## src/sv/arsc_pkg.sv

```systemverilog
// Shared types and constants of the accelerometer RMS sleep-stage classifier.
package arsc_pkg;

	localparam logic [1:0] FUNC_SAMPLE = 2'd0;
	localparam logic [1:0] FUNC_TOGGLE = 2'd1;
	localparam logic [1:0] FUNC_CLEAR  = 2'd2;
	localparam logic [1:0] FUNC_READ   = 2'd3;

	localparam logic [1:0] STAGE_AWAKE = 2'd0;
	localparam logic [1:0] STAGE_LIGHT = 2'd1;
	localparam logic [1:0] STAGE_DEEP  = 2'd2;

	localparam logic [1:0] REG_WINDOW_SAMPLES  = 2'd0;
	localparam logic [1:0] REG_WINDOW_SECONDS  = 2'd1;
	localparam logic [1:0] REG_AWAKE_THRESHOLD = 2'd2;
	localparam logic [1:0] REG_LIGHT_THRESHOLD = 2'd3;

	localparam logic [15:0] ONE_G = 16'd16384;

	localparam logic [5:0] SQRT_STEPS = 6'd24;
	localparam logic [5:0] DIV_STEPS  = 6'd48;
	localparam logic [5:0] SQ_STEPS   = 6'd4;

	typedef enum logic [3:0] {
		ST_IDLE, ST_DISPATCH, ST_SQ, ST_MAG_INIT, ST_MAG, ST_MOTION, ST_ACC, ST_CHECK,
		ST_DIV_INIT, ST_DIV, ST_RMS_INIT, ST_RMS, ST_CLASSIFY, ST_READ, ST_OUT
	} state_t;

	typedef enum logic [3:0] {
		OP_NONE, OP_LOAD, OP_SQ, OP_SQRT_MAG, OP_SQRT_MEAN, OP_SQRT_STEP, OP_MOTION,
		OP_ACC, OP_DIV_INIT, OP_DIV_STEP, OP_CLASSIFY, OP_MISC, OP_READ, OP_OUT
	} dp_op_t;

	typedef struct packed {
		dp_op_t     op;
		logic [1:0] sel;
	} dp_cmd_t;

	typedef struct packed {
		logic [1:0] func;
		logic       mon;
		logic       close;
	} dp_status_t;

endpackage

```

## src/sv/arsc_ctrl.sv

```systemverilog
// Controller state machine that sequences one event through the datapath.
module arsc_ctrl (
	input  logic                 clk,
	input  logic                 arst_n,
	input  logic                 in_valid,
	output logic                 in_ready,
	output logic                 out_valid,
	input  logic                 out_ready,
	input  arsc_pkg::dp_status_t status,
	output arsc_pkg::dp_cmd_t    cmd
);

	arsc_pkg::state_t state_q, state_d;
	logic [5:0] cnt_q, cnt_d;
	logic out_valid_q, load_out;

	always_ff @(posedge clk or negedge arst_n) begin
		if (!arst_n) begin
			state_q <= arsc_pkg::ST_IDLE;
			cnt_q <= '0;
			out_valid_q <= 1'b0;
		end else begin
			state_q <= state_d;
			cnt_q <= cnt_d;
			if (load_out) out_valid_q <= 1'b1;
			else if (out_ready) out_valid_q <= 1'b0;
		end
	end

	always_comb begin
		state_d = state_q;
		cnt_d = cnt_q;
		cmd.op = arsc_pkg::OP_NONE;
		cmd.sel = cnt_q[1:0];
		load_out = 1'b0;
		in_ready = 1'b0;
		unique case (state_q)
			arsc_pkg::ST_IDLE: begin
				in_ready = 1'b1;
				if (in_valid) begin
					cmd.op = arsc_pkg::OP_LOAD;
					state_d = arsc_pkg::ST_DISPATCH;
				end
			end
			arsc_pkg::ST_DISPATCH: begin
				cnt_d = '0;
				unique case (status.func)
					arsc_pkg::FUNC_SAMPLE: state_d = status.mon ? arsc_pkg::ST_SQ
						: arsc_pkg::ST_OUT;
					arsc_pkg::FUNC_READ: begin
						cmd.op = arsc_pkg::OP_READ;
						state_d = arsc_pkg::ST_READ;
					end
					default: begin
						cmd.op = arsc_pkg::OP_MISC;
						state_d = arsc_pkg::ST_OUT;
					end
				endcase
			end
			arsc_pkg::ST_SQ: begin
				cmd.op = arsc_pkg::OP_SQ;
				cnt_d = cnt_q + 6'd1;
				if (cnt_q == arsc_pkg::SQ_STEPS - 6'd1) state_d = arsc_pkg::ST_MAG_INIT;
			end
			arsc_pkg::ST_MAG_INIT: begin
				cmd.op = arsc_pkg::OP_SQRT_MAG;
				cnt_d = '0;
				state_d = arsc_pkg::ST_MAG;
			end
			arsc_pkg::ST_MAG: begin
				cmd.op = arsc_pkg::OP_SQRT_STEP;
				cnt_d = cnt_q + 6'd1;
				if (cnt_q == arsc_pkg::SQRT_STEPS - 6'd1) state_d = arsc_pkg::ST_MOTION;
			end
			arsc_pkg::ST_MOTION: begin
				cmd.op = arsc_pkg::OP_MOTION;
				state_d = arsc_pkg::ST_ACC;
			end
			arsc_pkg::ST_ACC: begin
				cmd.op = arsc_pkg::OP_ACC;
				state_d = arsc_pkg::ST_CHECK;
			end
			arsc_pkg::ST_CHECK: begin
				state_d = status.close ? arsc_pkg::ST_DIV_INIT : arsc_pkg::ST_OUT;
			end
			arsc_pkg::ST_DIV_INIT: begin
				cmd.op = arsc_pkg::OP_DIV_INIT;
				cnt_d = '0;
				state_d = arsc_pkg::ST_DIV;
			end
			arsc_pkg::ST_DIV: begin
				cmd.op = arsc_pkg::OP_DIV_STEP;
				cnt_d = cnt_q + 6'd1;
				if (cnt_q == arsc_pkg::DIV_STEPS - 6'd1) state_d = arsc_pkg::ST_RMS_INIT;
			end
			arsc_pkg::ST_RMS_INIT: begin
				cmd.op = arsc_pkg::OP_SQRT_MEAN;
				cnt_d = '0;
				state_d = arsc_pkg::ST_RMS;
			end
			arsc_pkg::ST_RMS: begin
				cmd.op = arsc_pkg::OP_SQRT_STEP;
				cnt_d = cnt_q + 6'd1;
				if (cnt_q == arsc_pkg::SQRT_STEPS - 6'd1) state_d = arsc_pkg::ST_CLASSIFY;
			end
			arsc_pkg::ST_CLASSIFY: begin
				cmd.op = arsc_pkg::OP_CLASSIFY;
				state_d = arsc_pkg::ST_OUT;
			end
			arsc_pkg::ST_READ: state_d = arsc_pkg::ST_OUT;
			arsc_pkg::ST_OUT: begin
				if (!out_valid_q || out_ready) begin
					cmd.op = arsc_pkg::OP_OUT;
					load_out = 1'b1;
					state_d = arsc_pkg::ST_IDLE;
				end
			end
			default: state_d = arsc_pkg::ST_IDLE;
		endcase
	end

	assign out_valid = out_valid_q;

	// A waiting result is never dropped.
	a_out_hold: assert property (@(posedge clk) disable iff (!arst_n)
		out_valid_q && !out_ready |=> out_valid_q)
		else $error("result dropped while stalled");

	// An accepted event is in flight, so no second one is taken next cycle.
	a_one_item: assert property (@(posedge clk) disable iff (!arst_n)
		in_valid && in_ready |=> !in_ready)
		else $error("second event taken while busy");

	// Square root iteration counts stay within their loops.
	a_cnt_range: assert property (@(posedge clk) disable iff (!arst_n)
		state_q == arsc_pkg::ST_MAG || state_q == arsc_pkg::ST_RMS
		|-> cnt_q < arsc_pkg::SQRT_STEPS)
		else $error("square root iteration count overrun");

	// A result is only loaded from the output state.
	a_load_state: assert property (@(posedge clk) disable iff (!arst_n)
		load_out |-> state_q == arsc_pkg::ST_OUT && !(out_valid_q && !out_ready))
		else $error("result loaded over a waiting one");

endmodule

```

## config.mk

```make
export PLATFORM = sky130hd
export DESIGN_NAME = arsc_ctrl
export DESIGN_NICKNAME = d
export VERILOG_FILES = /design/src/sv/arsc_pkg.sv /design/src/sv/arsc_ctrl.sv
export SDC_FILE = /design/constraint.sdc
export NUM_CORES = 1
export LEC_CHECK = 0
export ABC_AREA = 1
export BUFFER_PORTS_ARGS = -buffer_cell sky130_fd_sc_hd__clkbuf_2
export CAP_MARGIN = 10
export CORE_MARGIN = 2
export CORE_UTILIZATION = 53
export DETAILED_ROUTE_END_ITERATION = 12
export PLACE_DENSITY = 0.74
export SLEW_MARGIN = 10
export SYNTH_ARGS = -nofsm -noshare
export SYNTH_HDL_FRONTEND = slang
export SYNTH_SLANG_ARGS = --single-unit
```

## constraint.sdc

```tcl
create_clock -name clk -period 2.8 [get_ports clk]
set_input_delay 0.56 -clock clk [delete_from_list [all_inputs] [get_ports clk]]
set_output_delay 0.56 -clock clk [all_outputs]
set_load 0.02 [all_outputs]
```

==> results.toml <==
[status]
run_status = "finished clean"

[cts]
hold_buffers = 0
cts_tree = "built"
root_buffer = "clkbuf_4"
numCtsBuffers = 3
htreeDepth = 1
postCtsSetupBuffers = 0
cts.sinks = 11
post_cts_resized = 0
clock_latency_ps = 270
clockBufferDepth = 2
clk_pin_slew_ps = 70

[setup_path]
cpPeakStageDelay_ps = 450
ff2ff_setup_slack_ps = 1300
worstPathRequired_ps = 2240
setup.worst_path.class = "flop to output port"
end_kind = "output port"
r2r_end = "state_q[0]$_DFFE_PN0P_"
reg2reg_depth = 8
cp_data_arrival_time_ps = 1690
start_kind = "flop"
worstPathCellList = "inv_1 -> nand2_1 -> nor2_2 -> inv_1 -> o21ai_0 -> nor2_1 -> nand2_1 -> clkbuf_2"
critPathMaxFanout = 7
reg2reg_from = "cnt_q[1]$_DFFE_PN0P_"
crit_slowest_cell = "dfrtp_1"

[global_route]
grt_first_pass_wirelength_um = 4330
overflow = 0
track_usage = 0.229
grt_max_degree = 12
first_global_vias = 1034
antenna_found_initial = 0

[floorplanning]
die_h_um = 49.0
core.rowCount = 16
die_width_um = 49.0
start_util = 0.553
core_um2 = 1940
dieArea_um2 = 2400
ios = 16

[drt]
dr.first_iter.drc_count = 57
via_count = 1103
final_antenna_net_count = 0
routed_via_density = 5.13
route.detailed.drc = 0
first_pass_iters = 4
wl_per_cell_um = 11.2
routed_wl_um = 2400

[synthesis]
synth_fa_ha_area_frac = 0.0583
ys_seq_area_frac = 0.256
synth-compound-area-share = 0.119
synth_mux_area_frac = 0
syn-num-nets = 185
synth_area_um2 = 1070
synth_top_family_by_area = "simple AND/OR/NAND/NOR gates"
synth_top_cell_area_share = 0.256
syn_area_per_cell_um2 = 6.24
synth_common_cells = "52 x nand2_1, 23 x inv_1, 21 x nor2_1, 15 x nand3_1, 11 x dfrtp_1"
synthSimpleGateAreaFrac = 0.437
synth_edf_count = 0
synth-xor-area-share = 0.0163
netlist_top_cells_area = "dfrtp_1 26%, nand2_1 18%, inv_1 8.0%"
yosysTopAreaCell = "dfrtp_1"
yosysUniqueCellTypes = 24
yosys_warnings = 0
yosysMostFrequentCell = "nand2_1"
async_flop_share = 1.00
synth_ff_type = "dfrtp_1"
syn_inst = 172
synth-seq-cells = 11

[sta]
finalMaxSlewViolations = 0
rsz0062_at_grt = "false"
maxSlewHeadroom = 0.690
clock.fmax_mhz = 445
finalHoldViolations = 0
fin_skew_ps = 4.92
worstMarginPinSlew_ps = 461
tns_ps = 0
holdWs_ps = 140
finalSetupViolations = 0
period_minus_slack_ps = 2250
min_period_over_period = 0.803
setup_ws_ps = 552

[place]
dpl_cell_area_um2 = 1160
globalplace.congestion = 0.963
io_buffers = 15
dp_hpwl_um = 2020
pre_cts_slack_ps = 816
dp.cells = 211

[cells_and_area]
drive_gt1_frac = 0.229
diodes = 0
finalNetCount = 202
fin_cells = 215
fill_cells = 207
final_area_um2 = 1190
syn2layout_area_growth_pct = 10.7

[min_path]
min_path_type = "primary input to asynchronous set/reset pin"

[power]
p_per_area_nw_per_um2 = 1080
p_leak_nw = 0.675
ir_drop_uv = 637

[flow_run]
maxCapViolations = 0
-- flip-flops by register name, summed over array words and instances (netlist names) --
signal	cells
cnt_q	6
out_valid	1
state_q	4
-- area by class of cell --
class | count | area [µm²] | share of cell area
timing repair buffer | 15 | 75.1 | 0.0632
multi-input combinational | 131 | 677 | 0.569
tap | 27 | 33.8 | 0.0284
clock buffer | 4 | 26.3 | 0.0221
inverter | 27 | 101 | 0.0853
sequential | 11 | 275 | 0.232
-- worst max path at each step --
stage                                 startpoint     end  slack [ps]  cells after the start
after CTS                 state_q[1]$_DFFE_PN0P_  cmd[5]         550                      8
after global placement                 status[2]  cmd[2]         840                      6
final                     state_q[1]$_DFFE_PN0P_  cmd[5]         550                      8
after detailed placement               status[2]  cmd[2]         820                      6
after floorplan                        status[2]  cmd[2]        1010                      4
after global routing      state_q[1]$_DFFE_PN0P_  cmd[5]         350                      8
-- placed cells by master, fill, tap and decap left out, types with 4 or more instances in the layout --
cell type and instances:
nor2_1 21, ha_1 5, clkbuf_2 15, nor2_2 6
o21ai_0 6, inv_2 4, nand2_1 52, nand3_1 15
inv_1 23, dfrtp_1 11, nand2_2 8
-- power by group --
| part | total, mW | switching, mW | internal, mW | leakage, nW |
|---|---|---|---|---|
| combinational | 0.891 | 0.606 | 0.285 | 0.515 |
| sequential | 0.288 | 0.0787 | 0.209 | 0.145 |
| clock | 0.110 | 0.0544 | 0.0553 | 0.0150 |
| total | 1.29 | 0.740 | 0.549 | 0.675 |
-- metal layers --
layer  vias to the layer above  global-route usage  share of wire
met1                       501               0.322           0.48
met2                        30               0.354           0.46
met5                         -                   0              0
li1                        566                   -              -
met4                         0              0.0524          0.012
met3                         6              0.0583          0.050
-- stage by stage --
| stage | power [mW] | utilization |
|---|---|---|
| 2_1_floorplan | 0.978 | - |
| 3_3_place_gp | 1.17 | 0.599 |
| 3_5_place_dp | 1.18 | 0.599 |
| 4_1_cts | 1.29 | 0.612 |
| 5_1_grt | 1.43 | 0.612 |
| 6_report | 1.29 | 0.612 |
-- cells by family (layout without fill, tap and decap cells) --
kind of cell,Yosys count,count (layout)
and+or+nand+nor,106,106
AOI/OAI and AO/OA,18,18
adders and majority gates,5,5
DFF,11,11
xor gates and xnor gates,2,2
buffers and inverters,30,46
-- critical path, delay by kind of cell (launching register included) --
family	cells	cell delay (ps)
AOI/OAI and AO/OA	1	140
buffers and inverters	3	380
DFF	1	450
and+or+nand+nor	4	440
(Power assumes the default switching activity.)
